## config.mk

```make
export PLATFORM = sky130hd
export DESIGN_NAME = cubic_bezier_easing_top
export DESIGN_NICKNAME = d
export VERILOG_FILES = /design/src/hw/rtl/cbe_pkg.sv /design/src/hw/rtl/cbe_div.sv /design/src/hw/rtl/cbe_dp.sv /design/src/hw/rtl/cbe_ctrl.sv /design/src/hw/rtl/cubic_bezier_easing_top.sv
export SDC_FILE = /design/constraint.sdc
export NUM_CORES = 2
export LEC_CHECK = 0
export BUFFER_PORTS_ARGS = -buffer_cell sky130_fd_sc_hd__buf_2
export CAP_MARGIN = 20
export CORE_MARGIN = 2
export CORE_UTILIZATION = 50
export DETAILED_ROUTE_END_ITERATION = 10
export PLACE_DENSITY = 0.73
export SLEW_MARGIN = 20
export SYNTH_ARGS = -nofsm -noshare
export SYNTH_HDL_FRONTEND = slang
export SYNTH_SLANG_ARGS = --single-unit
```

## constraint.sdc

```tcl
create_clock -name i_clk -period 18.55 [get_ports i_clk]
set_clock_uncertainty 0.05 [all_clocks]
set_input_delay 1.855 -clock i_clk [delete_from_list [all_inputs] [get_ports i_clk]]
set_output_delay 1.855 -clock i_clk [all_outputs]
set_load 0.005 [all_outputs]
```

## src/hw/rtl/cbe_pkg.sv

```systemverilog
// Package for the cubic Bezier easing block: widths, codes, controller states,
// command and status structs, and the sample-position table.
// No dependencies; used by every other RTL file.
`default_nettype none

package cbe_pkg;

    localparam int FRAC_BITS    = 16;
    localparam int SAMPLE_COUNT = 11;
    localparam int NEWTON_STEPS = 4;
    localparam int BISECT_STEPS = 10;

    localparam int ONE       = 1 << FRAC_BITS;
    localparam int HALF      = 1 << (FRAC_BITS - 1);
    localparam int MIN_SLOPE = ONE / 1000;
    localparam int OUT_LIM   = 4 * ONE;
    localparam int SAMP_DEN  = 2 * (SAMPLE_COUNT - 1);

    localparam int X_W     = 17;
    localparam int Y_W     = 19;
    localparam int OUT_W   = 20;
    localparam int T_W     = X_W;
    localparam int ACC_W   = 26;
    localparam int DVD_W   = ACC_W + FRAC_BITS + 1;
    localparam int DVS_W   = ACC_W;
    localparam int Q_W     = DVD_W + 1;
    localparam int IDX_W   = $clog2(SAMPLE_COUNT + 1);
    localparam int CNT_W   = $clog2(BISECT_STEPS + NEWTON_STEPS + 1);
    localparam int CFG_IDX_W = 8;
    localparam int CFG_W   = Y_W;

    localparam logic [CFG_IDX_W-1:0] REG_X1 = CFG_IDX_W'(0);
    localparam logic [CFG_IDX_W-1:0] REG_Y1 = CFG_IDX_W'(1);
    localparam logic [CFG_IDX_W-1:0] REG_X2 = CFG_IDX_W'(2);
    localparam logic [CFG_IDX_W-1:0] REG_Y2 = CFG_IDX_W'(3);

    typedef enum logic [5:0] {
        ST_TB_START, ST_TB_L, ST_TB_M1, ST_TB_M2, ST_TB_M3, ST_TB_WR,
        ST_IDLE, ST_CHECK, ST_SCAN, ST_LOADK, ST_IP, ST_IP_DIV, ST_IP_FIN,
        ST_S0_L, ST_S0_M1, ST_S0_M2, ST_S0_CHK,
        ST_NW_L, ST_NW_M1, ST_NW_M2, ST_NW_CHK,
        ST_NWC_L, ST_NWC_M1, ST_NWC_M2, ST_NWC_M3,
        ST_NW_DIVLD, ST_NW_DIV, ST_NW_FIN,
        ST_BI_MID, ST_BIC_L, ST_BIC_M1, ST_BIC_M2, ST_BIC_M3, ST_BI_UPD,
        ST_Y_L, ST_Y_M1, ST_Y_M2, ST_Y_M3, ST_Y_FIN, ST_OUT
    } t_state;

    typedef enum logic [4:0] {
        DP_NOP, DP_CFG_WR, DP_IN_LOAD, DP_IDX_CLR, DP_P_LOAD, DP_P_STEP,
        DP_TAB_WR, DP_SCAN_INIT, DP_SCAN, DP_LOADK, DP_T_T0, DP_IP_DIVLD,
        DP_T_INTERP, DP_CNT_CLR, DP_SL_SAVE, DP_NW_DIVLD, DP_T_NEWTON,
        DP_BI_INIT, DP_BI_MID, DP_BI_UPD, DP_Y_BYPASS, DP_Y_OUT
    } t_dp_op;

    typedef enum logic [1:0] {TS_SAMPLE, TS_CUR, TS_MID} t_tsel;
    typedef enum logic [1:0] {AD_B, AD_C, AD_ZERO} t_add;

    typedef struct packed {
        t_dp_op op;
        logic   coef_y;
        logic   slope;
        t_tsel  tsel;
        t_add   addsel;
    } t_dp_cmd;

    typedef struct packed {
        logic bypass;
        logic scan_go;
        logic den_zero;
        logic idx_last;
        logic div_done;
        logic acc_zero;
        logic slope_ok;
        logic cx_zero;
        logic nw_last;
        logic bi_last;
    } t_dp_stat;

    // Curve parameter of sample i, rounded to nearest.
    function automatic logic [T_W-1:0] f_samp_t(input logic [IDX_W-1:0] i);
        logic [T_W-1:0] r;
        r = '0;
        for (int j = 0; j < SAMPLE_COUNT; j++) begin
            if (i == IDX_W'(j)) begin
                r = T_W'((2 * j * ONE + SAMPLE_COUNT - 1) / SAMP_DEN);
            end
        end
        return r;
    endfunction

endpackage

`default_nettype wire

```

## src/hw/rtl/cbe_div.sv

```systemverilog
// Signed restoring divider, one quotient bit per cycle, truncating toward zero.
// Depends on cbe_pkg for widths.
`default_nettype none

module cbe_div (
    input  wire logic                            i_clk,
    input  wire logic                            i_rst_n,
    input  wire logic                            i_start,
    input  wire logic signed [cbe_pkg::DVD_W-1:0] i_dividend,
    input  wire logic signed [cbe_pkg::DVS_W-1:0] i_divisor,
    output logic                                 o_done,
    output logic signed [cbe_pkg::Q_W-1:0]       o_quotient
);

    localparam int DW = cbe_pkg::DVD_W;
    localparam int SW = cbe_pkg::DVS_W;
    localparam int CW = $clog2(DW);

    logic [SW-1:0] r_rem;
    logic [DW-1:0] r_quo;
    logic [SW-1:0] r_dvs;
    logic          r_neg;
    logic [CW-1:0] r_cnt;
    logic          r_busy;
    logic          r_done;

    logic [DW-1:0] dvd_mag;
    logic [SW-1:0] dvs_mag;
    logic [SW:0]   sh;
    logic          ge;

    assign dvd_mag = i_dividend[DW-1] ? (~i_dividend + 1'b1) : i_dividend;
    assign dvs_mag = i_divisor[SW-1] ? (~i_divisor + 1'b1) : i_divisor;
    assign sh      = {r_rem, r_quo[DW-1]};
    assign ge      = sh >= {1'b0, r_dvs};

    always_ff @(posedge i_clk) begin
        if (!i_rst_n) begin
            r_busy <= 1'b0;
            r_done <= 1'b0;
        end else begin
            r_done <= 1'b0;
            if (i_start) begin
                r_busy <= 1'b1;
            end else if (r_busy && r_cnt == CW'(DW - 1)) begin
                r_busy <= 1'b0;
                r_done <= 1'b1;
            end
        end
    end

    always_ff @(posedge i_clk) begin
        if (i_start) begin
            r_rem <= '0;
            r_quo <= dvd_mag;
            r_dvs <= dvs_mag;
            r_neg <= i_dividend[DW-1] ^ i_divisor[SW-1];
            r_cnt <= '0;
        end else if (r_busy) begin
            r_rem <= ge ? SW'(sh - {1'b0, r_dvs}) : sh[SW-1:0];
            r_quo <= {r_quo[DW-2:0], ge};
            r_cnt <= r_cnt + 1'b1;
        end
    end

    assign o_done     = r_done;
    assign o_quotient = r_neg ? -$signed({1'b0, r_quo}) : $signed({1'b0, r_quo});

endmodule

`default_nettype wire

```

## src/hw/rtl/cbe_dp.sv

```systemverilog
// Datapath: control point registers, sample table, shared Horner multiplier,
// root-finding registers and the divider. Depends on cbe_pkg and cbe_div.
`default_nettype none

module cbe_dp (
    input  wire logic                              i_clk,
    input  wire logic                              i_rst_n,
    input  wire cbe_pkg::t_dp_cmd                  i_cmd,
    input  wire logic [cbe_pkg::CFG_IDX_W-1:0]     i_cfg_index,
    input  wire logic [cbe_pkg::CFG_W-1:0]         i_cfg_data,
    input  wire logic [cbe_pkg::X_W-1:0]           i_progress,
    output cbe_pkg::t_dp_stat                      o_stat,
    output logic signed [cbe_pkg::OUT_W-1:0]       o_eased
);

    localparam int X_W   = cbe_pkg::X_W;
    localparam int Y_W   = cbe_pkg::Y_W;
    localparam int T_W   = cbe_pkg::T_W;
    localparam int A_W   = cbe_pkg::ACC_W;
    localparam int IDX_W = cbe_pkg::IDX_W;
    localparam int Q_W   = cbe_pkg::Q_W;
    localparam int DW    = cbe_pkg::DVD_W;
    localparam int SW    = cbe_pkg::DVS_W;
    localparam int PW    = A_W + T_W + 1;
    localparam int TSW   = Q_W + 1;
    localparam int D_W   = X_W + 1;

    localparam logic [X_W-1:0]        X_ONE  = X_W'(cbe_pkg::ONE);
    localparam logic signed [Y_W-1:0] Y_ONE  = Y_W'(cbe_pkg::ONE);
    localparam logic signed [A_W-1:0] A_ONE  = A_W'(cbe_pkg::ONE);
    localparam logic signed [A_W-1:0] A_MIN  = A_W'(cbe_pkg::MIN_SLOPE);
    localparam logic signed [A_W-1:0] A_LIM  = A_W'(cbe_pkg::OUT_LIM);
    localparam logic signed [PW-1:0]  P_HALF = PW'(cbe_pkg::HALF);
    localparam logic signed [TSW-1:0] S_ONE  = TSW'(cbe_pkg::ONE);

    logic [X_W-1:0]        r_x1, r_x2, r_x;
    logic signed [Y_W-1:0] r_y1, r_y2;
    logic [X_W-1:0]        r_tab [cbe_pkg::SAMPLE_COUNT];
    logic [IDX_W-1:0]      r_idx, r_k;
    logic [X_W-1:0]        r_sk, r_sk1;
    logic [T_W-1:0]        r_t, r_lo, r_hi, r_mid;
    logic signed [A_W-1:0] r_acc, r_sl;
    logic [cbe_pkg::CNT_W-1:0] r_cnt;
    logic signed [cbe_pkg::OUT_W-1:0] r_eased;

    logic [X_W-1:0]        ex1, ex2, x_in, tab_k, tab_val;
    logic signed [A_W-1:0] a1, a2, a1x3, a2x3, ca, cb, cc, load_val, addend, step_val, x_a;
    logic [T_W-1:0]        t_op, t0, t1, dt;
    logic signed [PW-1:0]  prod, rsum, rshift;
    logic signed [D_W-1:0] dx, den;
    logic signed [DW-1:0]  ip_num, nw_num, dvd;
    logic signed [SW-1:0]  dvs;
    logic                  div_start, div_done;
    logic signed [Q_W-1:0] q;
    logic signed [TSW-1:0] q_x, t0_x, t_x, t_ip, t_nw;
    logic [T_W-1:0]        t_ip_c, t_nw_c;
    logic signed [A_W-1:0] y_c;

    // Effective control points and Horner coefficients of the selected axis.
    assign ex1  = (r_x1 > X_ONE) ? X_ONE : r_x1;
    assign ex2  = (r_x2 > X_ONE) ? X_ONE : r_x2;
    assign x_in = (i_progress > X_ONE) ? X_ONE : i_progress;

    assign a1 = i_cmd.coef_y ? A_W'(r_y1) : $signed({{(A_W - X_W){1'b0}}, ex1});
    assign a2 = i_cmd.coef_y ? A_W'(r_y2) : $signed({{(A_W - X_W){1'b0}}, ex2});
    assign a1x3 = (a1 <<< 1) + a1;
    assign a2x3 = (a2 <<< 1) + a2;
    assign ca   = A_ONE - a2x3 + a1x3;
    assign cb   = a2x3 - (a1x3 <<< 1);
    assign cc   = a1x3;

    assign load_val = i_cmd.slope ? ((ca <<< 1) + ca) : ca;

    always_comb begin
        case (i_cmd.addsel)
            cbe_pkg::AD_B:    addend = i_cmd.slope ? (cb <<< 1) : cb;
            cbe_pkg::AD_C:    addend = cc;
            default:          addend = '0;
        endcase
        case (i_cmd.tsel)
            cbe_pkg::TS_SAMPLE: t_op = cbe_pkg::f_samp_t(r_idx);
            cbe_pkg::TS_MID:    t_op = r_mid;
            default:            t_op = r_t;
        endcase
    end

    // Rounded fixed-point product, floor((a*t + half) / one).
    assign prod     = r_acc * $signed({1'b0, t_op});
    assign rsum     = prod + P_HALF;
    assign rshift   = rsum >>> cbe_pkg::FRAC_BITS;
    assign step_val = rshift[A_W-1:0] + addend;

    assign tab_val = r_acc[A_W-1] ? '0 : ((r_acc > A_ONE) ? X_ONE : r_acc[X_W-1:0]);
    assign tab_k   = r_tab[r_k];
    assign t0      = cbe_pkg::f_samp_t(r_k);
    assign t1      = cbe_pkg::f_samp_t(r_k + 1'b1);
    assign dt      = t1 - t0;

    assign dx     = $signed({1'b0, r_x}) - $signed({1'b0, r_sk});
    assign den    = $signed({1'b0, r_sk1}) - $signed({1'b0, r_sk});
    assign ip_num = DW'(dx * $signed({1'b0, dt}));
    assign x_a    = $signed({{(A_W - X_W){1'b0}}, r_x});
    assign nw_num = DW'(r_acc - x_a) <<< cbe_pkg::FRAC_BITS;

    assign div_start = (i_cmd.op == cbe_pkg::DP_IP_DIVLD) || (i_cmd.op == cbe_pkg::DP_NW_DIVLD);
    assign dvd = (i_cmd.op == cbe_pkg::DP_IP_DIVLD) ? ip_num : nw_num;
    assign dvs = (i_cmd.op == cbe_pkg::DP_IP_DIVLD) ? SW'(den) : r_sl;

    cbe_div u_div (
        .i_clk      (i_clk),
        .i_rst_n    (i_rst_n),
        .i_start    (div_start),
        .i_dividend (dvd),
        .i_divisor  (dvs),
        .o_done     (div_done),
        .o_quotient (q)
    );

    // Parameter updates, clamped to 0..one.
    assign q_x    = TSW'(q);
    assign t0_x   = $signed({{(TSW - T_W){1'b0}}, t0});
    assign t_x    = $signed({{(TSW - T_W){1'b0}}, r_t});
    assign t_ip   = t0_x + q_x;
    assign t_nw   = t_x - q_x;
    assign t_ip_c = t_ip[TSW-1] ? '0 : ((t_ip > S_ONE) ? X_ONE : t_ip[T_W-1:0]);
    assign t_nw_c = t_nw[TSW-1] ? '0 : ((t_nw > S_ONE) ? X_ONE : t_nw[T_W-1:0]);

    assign y_c = (r_acc > A_LIM) ? A_LIM : ((r_acc < -A_LIM) ? -A_LIM : r_acc);

    always_ff @(posedge i_clk) begin
        if (!i_rst_n) begin
            r_x1 <= '0;
            r_y1 <= '0;
            r_x2 <= X_ONE;
            r_y2 <= Y_ONE;
        end else if (i_cmd.op == cbe_pkg::DP_CFG_WR) begin
            case (i_cfg_index)
                cbe_pkg::REG_X1: r_x1 <= i_cfg_data[X_W-1:0];
                cbe_pkg::REG_Y1: r_y1 <= $signed(i_cfg_data[Y_W-1:0]);
                cbe_pkg::REG_X2: r_x2 <= i_cfg_data[X_W-1:0];
                cbe_pkg::REG_Y2: r_y2 <= $signed(i_cfg_data[Y_W-1:0]);
                default: ;
            endcase
        end
    end

    always_ff @(posedge i_clk) begin
        case (i_cmd.op)
            cbe_pkg::DP_IN_LOAD:   r_x <= x_in;
            cbe_pkg::DP_IDX_CLR:   r_idx <= '0;
            cbe_pkg::DP_P_LOAD:    r_acc <= load_val;
            cbe_pkg::DP_P_STEP:    r_acc <= step_val;
            cbe_pkg::DP_TAB_WR: begin
                r_tab[r_idx] <= tab_val;
                r_idx        <= r_idx + 1'b1;
            end
            cbe_pkg::DP_SCAN_INIT: r_k <= IDX_W'(1);
            cbe_pkg::DP_SCAN: begin
                if (o_stat.scan_go) begin
                    r_k <= r_k + 1'b1;
                end else begin
                    r_sk1 <= tab_k;
                    r_k   <= r_k - 1'b1;
                end
            end
            cbe_pkg::DP_LOADK:     r_sk <= tab_k;
            cbe_pkg::DP_T_T0:      r_t <= t0;
            cbe_pkg::DP_T_INTERP:  r_t <= t_ip_c;
            cbe_pkg::DP_CNT_CLR:   r_cnt <= '0;
            cbe_pkg::DP_SL_SAVE:   r_sl <= r_acc;
            cbe_pkg::DP_T_NEWTON: begin
                r_t   <= t_nw_c;
                r_cnt <= r_cnt + 1'b1;
            end
            cbe_pkg::DP_BI_INIT: begin
                r_lo  <= t0;
                r_hi  <= t1;
                r_cnt <= '0;
            end
            cbe_pkg::DP_BI_MID:    r_mid <= r_lo + ((r_hi - r_lo) >> 1);
            cbe_pkg::DP_BI_UPD: begin
                if (r_acc > x_a) begin
                    r_hi <= r_mid;
                end else begin
                    r_lo <= r_mid;
                end
                r_t   <= r_mid;
                r_cnt <= r_cnt + 1'b1;
            end
            cbe_pkg::DP_Y_BYPASS:  r_eased <= $signed({{(cbe_pkg::OUT_W - X_W){1'b0}}, r_x});
            cbe_pkg::DP_Y_OUT:     r_eased <= y_c[cbe_pkg::OUT_W-1:0];
            default: ;
        endcase
    end

    assign o_stat.bypass   = (r_x == '0) || (r_x == X_ONE) ||
                             (($signed({2'b0, ex1}) == r_y1) && ($signed({2'b0, ex2}) == r_y2));
    assign o_stat.scan_go  = (r_k != IDX_W'(cbe_pkg::SAMPLE_COUNT - 1)) && (tab_k <= r_x);
    assign o_stat.den_zero = (r_sk1 == r_sk);
    assign o_stat.idx_last = (r_idx == IDX_W'(cbe_pkg::SAMPLE_COUNT - 1));
    assign o_stat.div_done = div_done;
    assign o_stat.acc_zero = (r_acc == '0);
    assign o_stat.slope_ok = (r_acc >= A_MIN);
    assign o_stat.cx_zero  = (r_acc == x_a);
    assign o_stat.nw_last  = (r_cnt == cbe_pkg::CNT_W'(cbe_pkg::NEWTON_STEPS - 1));
    assign o_stat.bi_last  = (r_cnt == cbe_pkg::CNT_W'(cbe_pkg::BISECT_STEPS - 1));

    assign o_eased = r_eased;

endmodule

`default_nettype wire

```

## src/hw/rtl/cbe_ctrl.sv

```systemverilog
// Sequencer: table rebuild, sample scan, interpolation, Newton or bisection,
// final y evaluation and the handshakes. Depends on cbe_pkg.
`default_nettype none

module cbe_ctrl (
    input  wire logic              i_clk,
    input  wire logic              i_rst_n,
    input  wire logic              i_in_valid,
    input  wire logic              i_out_ready,
    input  wire logic              i_cfg_valid,
    input  wire cbe_pkg::t_dp_stat i_stat,
    output cbe_pkg::t_dp_cmd       o_cmd,
    output logic                   o_in_ready,
    output logic                   o_out_valid,
    output logic                   o_cfg_ready
);

    cbe_pkg::t_state r_state, n_state;

    always_ff @(posedge i_clk) begin
        if (!i_rst_n) begin
            r_state <= cbe_pkg::ST_TB_START;
        end else begin
            r_state <= n_state;
        end
    end

    always_comb begin
        n_state       = r_state;
        o_cmd.op      = cbe_pkg::DP_NOP;
        o_cmd.coef_y  = 1'b0;
        o_cmd.slope   = 1'b0;
        o_cmd.tsel    = cbe_pkg::TS_CUR;
        o_cmd.addsel  = cbe_pkg::AD_ZERO;
        o_in_ready    = 1'b0;
        o_out_valid   = 1'b0;
        o_cfg_ready   = 1'b0;
        case (r_state)
            cbe_pkg::ST_TB_START: begin
                o_cmd.op = cbe_pkg::DP_IDX_CLR;
                n_state  = cbe_pkg::ST_TB_L;
            end
            cbe_pkg::ST_TB_L: begin
                o_cmd.op = cbe_pkg::DP_P_LOAD;
                n_state  = cbe_pkg::ST_TB_M1;
            end
            cbe_pkg::ST_TB_M1: begin
                o_cmd.op = cbe_pkg::DP_P_STEP; o_cmd.tsel = cbe_pkg::TS_SAMPLE;
                o_cmd.addsel = cbe_pkg::AD_B;
                n_state  = cbe_pkg::ST_TB_M2;
            end
            cbe_pkg::ST_TB_M2: begin
                o_cmd.op = cbe_pkg::DP_P_STEP; o_cmd.tsel = cbe_pkg::TS_SAMPLE;
                o_cmd.addsel = cbe_pkg::AD_C;
                n_state  = cbe_pkg::ST_TB_M3;
            end
            cbe_pkg::ST_TB_M3: begin
                o_cmd.op = cbe_pkg::DP_P_STEP; o_cmd.tsel = cbe_pkg::TS_SAMPLE;
                n_state  = cbe_pkg::ST_TB_WR;
            end
            cbe_pkg::ST_TB_WR: begin
                o_cmd.op = cbe_pkg::DP_TAB_WR;
                n_state  = i_stat.idx_last ? cbe_pkg::ST_IDLE : cbe_pkg::ST_TB_L;
            end
            cbe_pkg::ST_IDLE: begin
                o_cfg_ready = 1'b1;
                o_in_ready  = !i_cfg_valid;
                if (i_cfg_valid) begin
                    o_cmd.op = cbe_pkg::DP_CFG_WR;
                    n_state  = cbe_pkg::ST_TB_START;
                end else if (i_in_valid) begin
                    o_cmd.op = cbe_pkg::DP_IN_LOAD;
                    n_state  = cbe_pkg::ST_CHECK;
                end
            end
            cbe_pkg::ST_CHECK: begin
                if (i_stat.bypass) begin
                    o_cmd.op = cbe_pkg::DP_Y_BYPASS;
                    n_state  = cbe_pkg::ST_OUT;
                end else begin
                    o_cmd.op = cbe_pkg::DP_SCAN_INIT;
                    n_state  = cbe_pkg::ST_SCAN;
                end
            end
            cbe_pkg::ST_SCAN: begin
                o_cmd.op = cbe_pkg::DP_SCAN;
                if (!i_stat.scan_go) n_state = cbe_pkg::ST_LOADK;
            end
            cbe_pkg::ST_LOADK: begin
                o_cmd.op = cbe_pkg::DP_LOADK;
                n_state  = cbe_pkg::ST_IP;
            end
            cbe_pkg::ST_IP: begin
                if (i_stat.den_zero) begin
                    o_cmd.op = cbe_pkg::DP_T_T0;
                    n_state  = cbe_pkg::ST_S0_L;
                end else begin
                    o_cmd.op = cbe_pkg::DP_IP_DIVLD;
                    n_state  = cbe_pkg::ST_IP_DIV;
                end
            end
            cbe_pkg::ST_IP_DIV: begin
                if (i_stat.div_done) n_state = cbe_pkg::ST_IP_FIN;
            end
            cbe_pkg::ST_IP_FIN: begin
                o_cmd.op = cbe_pkg::DP_T_INTERP;
                n_state  = cbe_pkg::ST_S0_L;
            end
            cbe_pkg::ST_S0_L: begin
                o_cmd.op = cbe_pkg::DP_P_LOAD; o_cmd.slope = 1'b1;
                n_state  = cbe_pkg::ST_S0_M1;
            end
            cbe_pkg::ST_S0_M1: begin
                o_cmd.op = cbe_pkg::DP_P_STEP; o_cmd.slope = 1'b1;
                o_cmd.addsel = cbe_pkg::AD_B;
                n_state  = cbe_pkg::ST_S0_M2;
            end
            cbe_pkg::ST_S0_M2: begin
                o_cmd.op = cbe_pkg::DP_P_STEP; o_cmd.slope = 1'b1;
                o_cmd.addsel = cbe_pkg::AD_C;
                n_state  = cbe_pkg::ST_S0_CHK;
            end
            cbe_pkg::ST_S0_CHK: begin
                if (i_stat.slope_ok) begin
                    o_cmd.op = cbe_pkg::DP_CNT_CLR;
                    n_state  = cbe_pkg::ST_NW_L;
                end else if (i_stat.acc_zero) begin
                    n_state  = cbe_pkg::ST_Y_L;
                end else begin
                    o_cmd.op = cbe_pkg::DP_BI_INIT;
                    n_state  = cbe_pkg::ST_BI_MID;
                end
            end
            cbe_pkg::ST_NW_L: begin
                o_cmd.op = cbe_pkg::DP_P_LOAD; o_cmd.slope = 1'b1;
                n_state  = cbe_pkg::ST_NW_M1;
            end
            cbe_pkg::ST_NW_M1: begin
                o_cmd.op = cbe_pkg::DP_P_STEP; o_cmd.slope = 1'b1;
                o_cmd.addsel = cbe_pkg::AD_B;
                n_state  = cbe_pkg::ST_NW_M2;
            end
            cbe_pkg::ST_NW_M2: begin
                o_cmd.op = cbe_pkg::DP_P_STEP; o_cmd.slope = 1'b1;
                o_cmd.addsel = cbe_pkg::AD_C;
                n_state  = cbe_pkg::ST_NW_CHK;
            end
            cbe_pkg::ST_NW_CHK: begin
                o_cmd.op = cbe_pkg::DP_SL_SAVE;
                n_state  = i_stat.acc_zero ? cbe_pkg::ST_Y_L : cbe_pkg::ST_NWC_L;
            end
            cbe_pkg::ST_NWC_L: begin
                o_cmd.op = cbe_pkg::DP_P_LOAD;
                n_state  = cbe_pkg::ST_NWC_M1;
            end
            cbe_pkg::ST_NWC_M1: begin
                o_cmd.op = cbe_pkg::DP_P_STEP; o_cmd.addsel = cbe_pkg::AD_B;
                n_state  = cbe_pkg::ST_NWC_M2;
            end
            cbe_pkg::ST_NWC_M2: begin
                o_cmd.op = cbe_pkg::DP_P_STEP; o_cmd.addsel = cbe_pkg::AD_C;
                n_state  = cbe_pkg::ST_NWC_M3;
            end
            cbe_pkg::ST_NWC_M3: begin
                o_cmd.op = cbe_pkg::DP_P_STEP;
                n_state  = cbe_pkg::ST_NW_DIVLD;
            end
            cbe_pkg::ST_NW_DIVLD: begin
                o_cmd.op = cbe_pkg::DP_NW_DIVLD;
                n_state  = cbe_pkg::ST_NW_DIV;
            end
            cbe_pkg::ST_NW_DIV: begin
                if (i_stat.div_done) n_state = cbe_pkg::ST_NW_FIN;
            end
            cbe_pkg::ST_NW_FIN: begin
                o_cmd.op = cbe_pkg::DP_T_NEWTON;
                n_state  = i_stat.nw_last ? cbe_pkg::ST_Y_L : cbe_pkg::ST_NW_L;
            end
            cbe_pkg::ST_BI_MID: begin
                o_cmd.op = cbe_pkg::DP_BI_MID;
                n_state  = cbe_pkg::ST_BIC_L;
            end
            cbe_pkg::ST_BIC_L: begin
                o_cmd.op = cbe_pkg::DP_P_LOAD;
                n_state  = cbe_pkg::ST_BIC_M1;
            end
            cbe_pkg::ST_BIC_M1: begin
                o_cmd.op = cbe_pkg::DP_P_STEP; o_cmd.tsel = cbe_pkg::TS_MID;
                o_cmd.addsel = cbe_pkg::AD_B;
                n_state  = cbe_pkg::ST_BIC_M2;
            end
            cbe_pkg::ST_BIC_M2: begin
                o_cmd.op = cbe_pkg::DP_P_STEP; o_cmd.tsel = cbe_pkg::TS_MID;
                o_cmd.addsel = cbe_pkg::AD_C;
                n_state  = cbe_pkg::ST_BIC_M3;
            end
            cbe_pkg::ST_BIC_M3: begin
                o_cmd.op = cbe_pkg::DP_P_STEP; o_cmd.tsel = cbe_pkg::TS_MID;
                n_state  = cbe_pkg::ST_BI_UPD;
            end
            cbe_pkg::ST_BI_UPD: begin
                o_cmd.op = cbe_pkg::DP_BI_UPD;
                n_state  = (i_stat.cx_zero || i_stat.bi_last) ? cbe_pkg::ST_Y_L
                                                              : cbe_pkg::ST_BI_MID;
            end
            cbe_pkg::ST_Y_L: begin
                o_cmd.op = cbe_pkg::DP_P_LOAD; o_cmd.coef_y = 1'b1;
                n_state  = cbe_pkg::ST_Y_M1;
            end
            cbe_pkg::ST_Y_M1: begin
                o_cmd.op = cbe_pkg::DP_P_STEP; o_cmd.coef_y = 1'b1;
                o_cmd.addsel = cbe_pkg::AD_B;
                n_state  = cbe_pkg::ST_Y_M2;
            end
            cbe_pkg::ST_Y_M2: begin
                o_cmd.op = cbe_pkg::DP_P_STEP; o_cmd.coef_y = 1'b1;
                o_cmd.addsel = cbe_pkg::AD_C;
                n_state  = cbe_pkg::ST_Y_M3;
            end
            cbe_pkg::ST_Y_M3: begin
                o_cmd.op = cbe_pkg::DP_P_STEP; o_cmd.coef_y = 1'b1;
                n_state  = cbe_pkg::ST_Y_FIN;
            end
            cbe_pkg::ST_Y_FIN: begin
                o_cmd.op = cbe_pkg::DP_Y_OUT;
                n_state  = cbe_pkg::ST_OUT;
            end
            cbe_pkg::ST_OUT: begin
                o_out_valid = 1'b1;
                if (i_out_ready) n_state = cbe_pkg::ST_IDLE;
            end
            default: n_state = cbe_pkg::ST_IDLE;
        endcase
    end

endmodule

`default_nettype wire

```

## src/hw/rtl/cubic_bezier_easing_top.sv

```systemverilog
// Top level of the cubic Bezier easing evaluator: sequencer plus datapath.
// Depends on cbe_pkg, cbe_ctrl, cbe_dp (which holds cbe_div).
//
//   Channel  Direction  Handshake                    Payload
//   in       sink       i_in_valid / o_in_ready      i_progress  (17b, unsigned)
//   out      source     o_out_valid / i_out_ready    o_eased     (20b, signed)
//   cfg      sink       i_cfg_valid / o_cfg_ready    i_cfg_index (8b), i_cfg_data (19b)
//
// One item at a time. Endpoints and the identity curve skip the solver;
// otherwise an item's time is set by the bit-serial divider (one division
// for interpolation and one per Newton step) and the shared Horner
// multiplier (one product per cycle).
// After reset and after every config write the 11-entry sample table is
// rebuilt; no item is taken meanwhile.
// A stalled result holds in the output register until the item is taken.
`default_nettype none

module cubic_bezier_easing_top (
    input  wire logic                              i_clk,
    input  wire logic                              i_rst_n,
    input  wire logic                              i_in_valid,
    output logic                                   o_in_ready,
    input  wire logic [cbe_pkg::X_W-1:0]           i_progress,
    output logic                                   o_out_valid,
    input  wire logic                              i_out_ready,
    output logic signed [cbe_pkg::OUT_W-1:0]       o_eased,
    input  wire logic                              i_cfg_valid,
    output logic                                   o_cfg_ready,
    input  wire logic [cbe_pkg::CFG_IDX_W-1:0]     i_cfg_index,
    input  wire logic [cbe_pkg::CFG_W-1:0]         i_cfg_data
);

    localparam logic signed [cbe_pkg::OUT_W-1:0] LIM = cbe_pkg::OUT_W'(cbe_pkg::OUT_LIM);

    cbe_pkg::t_dp_cmd  cmd;
    cbe_pkg::t_dp_stat stat;

    // Sequencer: owns all handshakes and walks the root-finding steps.
    cbe_ctrl u_ctrl (
        .i_clk       (i_clk),
        .i_rst_n     (i_rst_n),
        .i_in_valid  (i_in_valid),
        .i_out_ready (i_out_ready),
        .i_cfg_valid (i_cfg_valid),
        .i_stat      (stat),
        .o_cmd       (cmd),
        .o_in_ready  (o_in_ready),
        .o_out_valid (o_out_valid),
        .o_cfg_ready (o_cfg_ready)
    );

    // Datapath: registers, table, multiplier and divider.
    cbe_dp u_dp (
        .i_clk       (i_clk),
        .i_rst_n     (i_rst_n),
        .i_cmd       (cmd),
        .i_cfg_index (i_cfg_index),
        .i_cfg_data  (i_cfg_data),
        .i_progress  (i_progress),
        .o_stat      (stat),
        .o_eased     (o_eased)
    );

    // A result waiting at the output blocks new input.
    a_out_blocks_in: assert property (@(posedge i_clk) disable iff (!i_rst_n)
        o_out_valid |-> !o_in_ready)
        else $error("input ready while a result waits");

    // An accepted item makes the block busy on the next cycle.
    a_in_busy: assert property (@(posedge i_clk) disable iff (!i_rst_n)
        (i_in_valid && o_in_ready) |=> (!o_in_ready && !o_cfg_ready))
        else $error("ready right after accepting an item");

    // A config write starts a table rebuild.
    a_cfg_rebuild: assert property (@(posedge i_clk) disable iff (!i_rst_n)
        (i_cfg_valid && o_cfg_ready) |=> (!o_in_ready && !o_out_valid))
        else $error("no rebuild after config write");

    // Results stay inside the saturation range.
    a_out_range: assert property (@(posedge i_clk) disable iff (!i_rst_n)
        o_out_valid |-> ((o_eased <= LIM) && (o_eased >= -LIM)))
        else $error("eased value out of range");

endmodule

`default_nettype wire

```

* After elaboration in Yosys (flattened, before gate mapping)
Memory sizes are Yosys's and may differ from the RTL's. A register that Yosys moved wholly into a read port is not among the register bits.
Cells that the tools add are included.
Widths: inputs -> output; s select.
** Operators by class
- Add/subtract/negate cells :: 25
- Multiply operators :: 2
- $lt $le $gt $ge :: 12
- Equality and inequality tests :: 111
- Mux-type cells :: 100
- Bitwise logic cells :: 5
- Reductions and logical operators :: 42
** Operators by type and width (number)
- $mux 17 :: 21
- $pmux 6 s40 :: 1
- $mux 43 :: 4
- $mux 16 :: 10
- $mux 26 :: 6
- $add 26x26->26 :: 5
- $pmux 26 s2 :: 2
- $pmux 17 s2 :: 3
- $eq 6x5->1 const B :: 16
- $gt 45x18->1 const B :: 2
- $pmux 5 s17 :: 1
- $mux 6 :: 12
- $pmux 17 s4 :: 1
- $mux 15 :: 4
- $eq 6x6->1 const B :: 9
- $sub 26x26->26 :: 2
- $gt 17x17->1 const B :: 3
- $eq 4x3->1 const B :: 12
- $eq 6x4->1 const B :: 8
- $add 18x44->45 :: 1
- $sub 18x44->45 :: 1
- $mux 44 :: 1
- $neg 43->44 :: 1
- $add 43x1->43 const B :: 1
- 75 further kinds :: 170
** Storage, ports and cells
- Bits in registers :: 385
- Bits in writable memories :: 187
- Input port bits :: 49
- Memories :: 1
** Memory list
- u_dp.r_tab :: words 11, width 17, read ports 1, clocked after memory_dff 1, wr ports 1, line cbe_dp.sv:38 : logic [X_W-1:0] r_tab [cbe_pkg::SAMPLE_COUNT];

* Depth between registers and ports, before layout
- Depth after elaboration :: 19
- Depth in mapped cells :: 49
- Gate-level depth less buffers :: 47

* Modules after synthesis
From an unflattened synthesis, not the netlist that was laid out.
** Second synthesis, totals
- Cell total of the unflattened synthesis :: 7824
- Area, all modules :: 70528.9 um^2
** Modules (own cells, without submodules)
- cbe_dp :: instances 1, cells each 6765, area an instance 61614.1 um^2
- cbe_div :: instances 1, cells each 859, area an instance 7567.3 um^2
- cbe_ctrl :: instances 1, cells each 200, area an instance 1347.5 um^2

* Least setup slack after synthesis
Ideal clock, no wire load.
- Path kind :: register to register
- From :: reg u_dp.r_k[0]
- To :: reg u_dp.u_div.r_quo[39], data pin
- Setup time :: 0.282 ns
- Arrival time :: 10.898 ns
- Required time :: 18.218 ns
- Setup slack :: 7.320 ns
- Cell stages (with the launch flop) :: 44
- Buffers on the path :: 2
- Clock period less this slack :: 11.230 ns
- Cell sequence :: edfxtp_1 ha_1 xnor2_1 nor4_1 o21a_1 a21oi_1 o22ai_1 ha_1 clkbuf_1 inv_1 o21bai_1 a21oi_1 o21bai_1 a21oi_1 o21bai_1 a21oi_1 o21bai_1 xor2_1 (+8 left out) fa_1 fa_1 inv_1 fa_1 inv_1 ha_1 nand2_1 nand3_1 a2111oi_0 o31ai_1 a31oi_1 xnor2_1 mux2i_1 or3b_2 or3_1 nor4_1 a211o_1 o311ai_0
** Between the ends
- Cells in the longest elaborated chain, start to end :: 19
- Elaborated cells on any way between the ends :: 48
- Those cells by class :: 3 x add/sub; 1 x mul; 20 x eq/ne; 23 x mux; 1 x bitwise
** Ends and longest elaborated chain
- start, declared :: line cbe_dp.sv:39 : logic [IDX_W-1:0] r_idx, r_k;
- start signal, assigned :: line cbe_dp.sv:160 : r_k <= r_k + 1'b1;
- start signal, assigned :: line cbe_dp.sv:163 : r_k <= r_k - 1'b1;
- $add 4x1->4 :: line cbe_dp.sv:96 : assign t1 = cbe_pkg::f_samp_t(r_k + 1'b1);
- $eq 4x1->1 :: line cbe_pkg.sv:84 : if (i == IDX_W'(j)) begin
- $mux 13 :: line cbe_pkg.sv:84
- $mux 14 :: line cbe_pkg.sv:84
- $mux 15 (2 in series) :: line cbe_pkg.sv:84
- $mux 16 (5 in series) :: line cbe_pkg.sv:84
- $mux 17 :: line cbe_pkg.sv:84
- $sub 17x17->17 (*) :: line cbe_dp.sv:97 : assign dt = t1 - t0;
- $mul 18x18->36 (*) :: line cbe_dp.sv:101 : assign ip_num = DW'(dx * $signed({1'b0, dt}));
- $mux 43 (*) :: line cbe_dp.sv:106 : assign dvd = (i_cmd.op == cbe_pkg::DP_IP_DIVLD) ? ip_num : nw_num;
- $not 43->43 :: line cbe_div.sv:32 : assign dvd_mag = i_dividend[DW-1] ? (~i_dividend + 1'b1) : i_dividend;
- $add 43x1->43 :: line cbe_div.sv:32
- $mux 43 (*) :: line cbe_div.sv:32
- $mux 43 (*) :: line cbe_div.sv:53 : if (i_start) begin
- end signal, assigned :: line cbe_div.sv:55 : r_quo <= dvd_mag;
- end signal, assigned :: line cbe_div.sv:61 : r_quo <= {r_quo[DW-2:0], ge};
- end, declared :: line cbe_div.sv:20 : logic [DW-1:0] r_quo;
Every way passes the cells marked *; elsewhere a longest branch is shown, timed or not.
A chain may end at the register's enable or synchronous reset.

* Final worst setup path
Same ends and word-level chain as after synthesis.

==> impl_metrics.py <==
metrics = {
    "run_status": {
        "status": "complete, no violations",
    },
    "synthesis": {
        "syn_nets": 9244,
        "yosysSeqAreaShare_pct": 22.6,
        "syn_area_um2": 71300,
        "synth_edf_count": 460,
        "async_reset_ff_share_pct": 0,
        "ys.flop_type": "edfxtp_1",
        "ys_ff_latch": 576,
        "synth_warnings": 0,
        "synth_cells": 7905,
        "synth_cell_types": 97,
        "postSynthAreaPerCell_um2": 9.02,
    },
    "detailed_routing": {
        "drc_errors": 0,
        "avgRoutedWirePerCell_um": 22.6,
        "avgViaCountPerCell": 6.06,
        "num_vias": 59300,
        "ant_nets": 0,
        "finalWirelength_mm": 221,
        "drtIter0Drc": 5249,
        "first_pass_iters": 9,
    },
    "clocking": {
        "cts_buffer_depth": 3,
        "clk_pin_slew_worst_paths_ns": 0.06,
        "cts_tree": "built",
        "cts_root_buf": "clkbuf_16",
        "ctsHoldBuffers": 0,
        "clkLatencyLatePin_ns": 0.71,
        "cts_setup_buffers": 0,
        "htreeDepth": 3,
        "clock-sinks": 576,
        "cts_buffers": 70,
        "cts_resized": 0,
    },
    "setup_path": {
        "critPathLaunchType": "register",
        "arrival_ns": 13.71,
        "cp_common_cell": "fa_1",
        "critPathKind": "register to register",
        "cp-end-kind": "register",
        "cp.required_ns": 18.97,
        "crit_slowest_cell": "a221oi_1",
        "cp_slowest_stage_delay_ns": 0.60,
        "cp_max_fo": 12,
        "reg2regPathDepth": 40,
    },
    "timing": {
        "setup_tns_ns": 0,
        "holdWs_ns": 0.439,
        "period_minus_slack_ns": 13.29,
        "timing.final.max_slew_violations": 0,
        "max_freq_mhz": 75.3,
        "setup_viol": 0,
        "hold_viol_final": 0,
        "rsz0062_at_grt": "no",
        "slew_headroom_pct": 11.7,
        "worst_pin_slew_ns": 1.32,
        "timing.final.crit_share_pct": 71.6,
    },
    "layout": {
        "n_fill_cell": 12800,
        "drive_gt1_share_pct": 6.46,
        "final_common_cell": "inv_1",
        "final_util_pct": 54.0,
        "finalNetCount": 9183,
        "layout_common_cells": "1189 x inv_1, 789 x nand2_1, 744 x fa_1, 546 x ha_1, 545 x nor2_1",
        "finalNonFillerCells": 9788,
        "n_antenna_cell": 0,
        "syn_to_final_growth_pct": 7.28,
    },
    "worst_hold_path": {
        "holdCritPathClass": "register to register",
        "hold_path_depth": 2,
    },
    "global_route": {
        "grt_max_degree": 75,
        "track_usage_pct": 30.3,
        "grt_pass1_vias": 60100,
        "antenna_found_initial": 3,
        "grt_first_pass_wirelength_mm": 344,
        "overflow": 0,
    },
    "job": {
        "maxCapViolCount": 0,
    },
    "die": {
        "coreArea_um2": 142000,
        "die_y_um": 382,
        "rows": 138,
        "fp.dieW_um": 382,
        "io_pins": 72,
        "start_util_pct": 50.4,
        "dieArea_um2": 146000,
    },
    "placed_design": {
        "numPortBuffers": 71,
        "place_inst": 9661,
        "dp_hpwl_mm": 170,
        "place.gp.congestion": 0.999,
    },
}
## cells in the mapped netlist, types with 116 or more instances
| cell type | number | share of area (%) |
|---|---|---|
| inv_1 | 1190 | 6.3 |
| nand2_1 | 789 | 4.2 |
| fa_1 | 744 | 21 |
| nor2_1 | 549 | 2.9 |
| ha_1 | 546 | 9.6 |
| edfxtp_1 | 460 | 19 |
| a21oi_1 | 398 | 2.8 |
| xnor2_1 | 284 | 3.5 |
| clkbuf_1 | 283 | 1.5 |
| o21ai_0 | 270 | 1.9 |
| and2_1 | 181 | 1.6 |
| nor3_1 | 149 | 1.0 |
| xor2_1 | 143 | 1.8 |
| nand3_1 | 130 | 0.91 |
| mux2i_1 | 120 | 1.7 |
| dfxtp_1 | 116 | 3.3 |
## through the flow
step	worst slack, ns	instance area, um2
after floorplan	7.32	71300
after global placement	5.61	74000
after detailed placement	5.50	74000
after CTS	5.42	76500
final	5.26	76500
after global routing	4.72	76500
## routing by layer
metal	wire (um)	up-vias	global-route usage [%]
met5	37	-	0
met4	10900	4	13.1
met3	18800	617	5.58
met2	105000	2597	50.9
met1	86400	29400	38.3
li1	-	26700	-
## flip-flops by register name, indices dropped and copies added, names as in the netlist, 19 cells and up, named ones only
signal,count
u_dp.o_eased,20
u_dp.r_acc,26
u_dp.r_sl,26
u_dp.r_tab,187
u_dp.r_y1,19
u_dp.r_y2,19
u_dp.u_div.r_dvs,26
u_dp.u_div.r_quo,43
u_dp.u_div.r_rem,26
## final timing paths
check	slack [ns]	from	to
setup reg to reg	5.26	u_dp.r_k[0]	u_dp.u_div.r_quo[39]
setup / recovery	5.26	u_dp.r_k[0]	u_dp.u_div.r_quo[39]
hold reg to reg	0.44	u_dp.u_div.r_rem[25]	u_dp.u_div.r_rem[25]
hold / removal	0.44	u_dp.u_div.r_rem[25]	u_dp.u_div.r_rem[25]
## area by class of cell
type,instances,area (um2),area share (%)
inverter,1196,4490,5.87
clock inverter,44,619,0.809
multi-input combinational,5798,49700,65.0
clock buffer,82,1860,2.43
sequential,576,16100,21.1
tap,1890,2360,3.09
timing repair buffer,202,1340,1.75
## cell families after synthesis
logic type,count (synthesis),synth area share (%)
muxes,190,3.58
xor gates and xnor gates,427,5.24
buffers and inverters,1531,8.10
DFF,576,22.6
AOI/OAI and AO/OA,1504,13.9
adders and majority gates,1290,30.5
and+or+nand+nor,2387,16.1
## worst max-delay path, delay by kind of cell, from the launching register on
family | cells | cell delay [ns]
xor+xnor | 2 | 0.95
buf+inv | 5 | 0.61
compound gates | 15 | 4.41
flops | 1 | 0.51
simple gates | 9 | 2.07
fa+ha+maj | 9 | 4.48
Power is left out: the tool's default activity adds up to more than one toggle a clock period on the data nets, which glitch-free logic cannot reach.
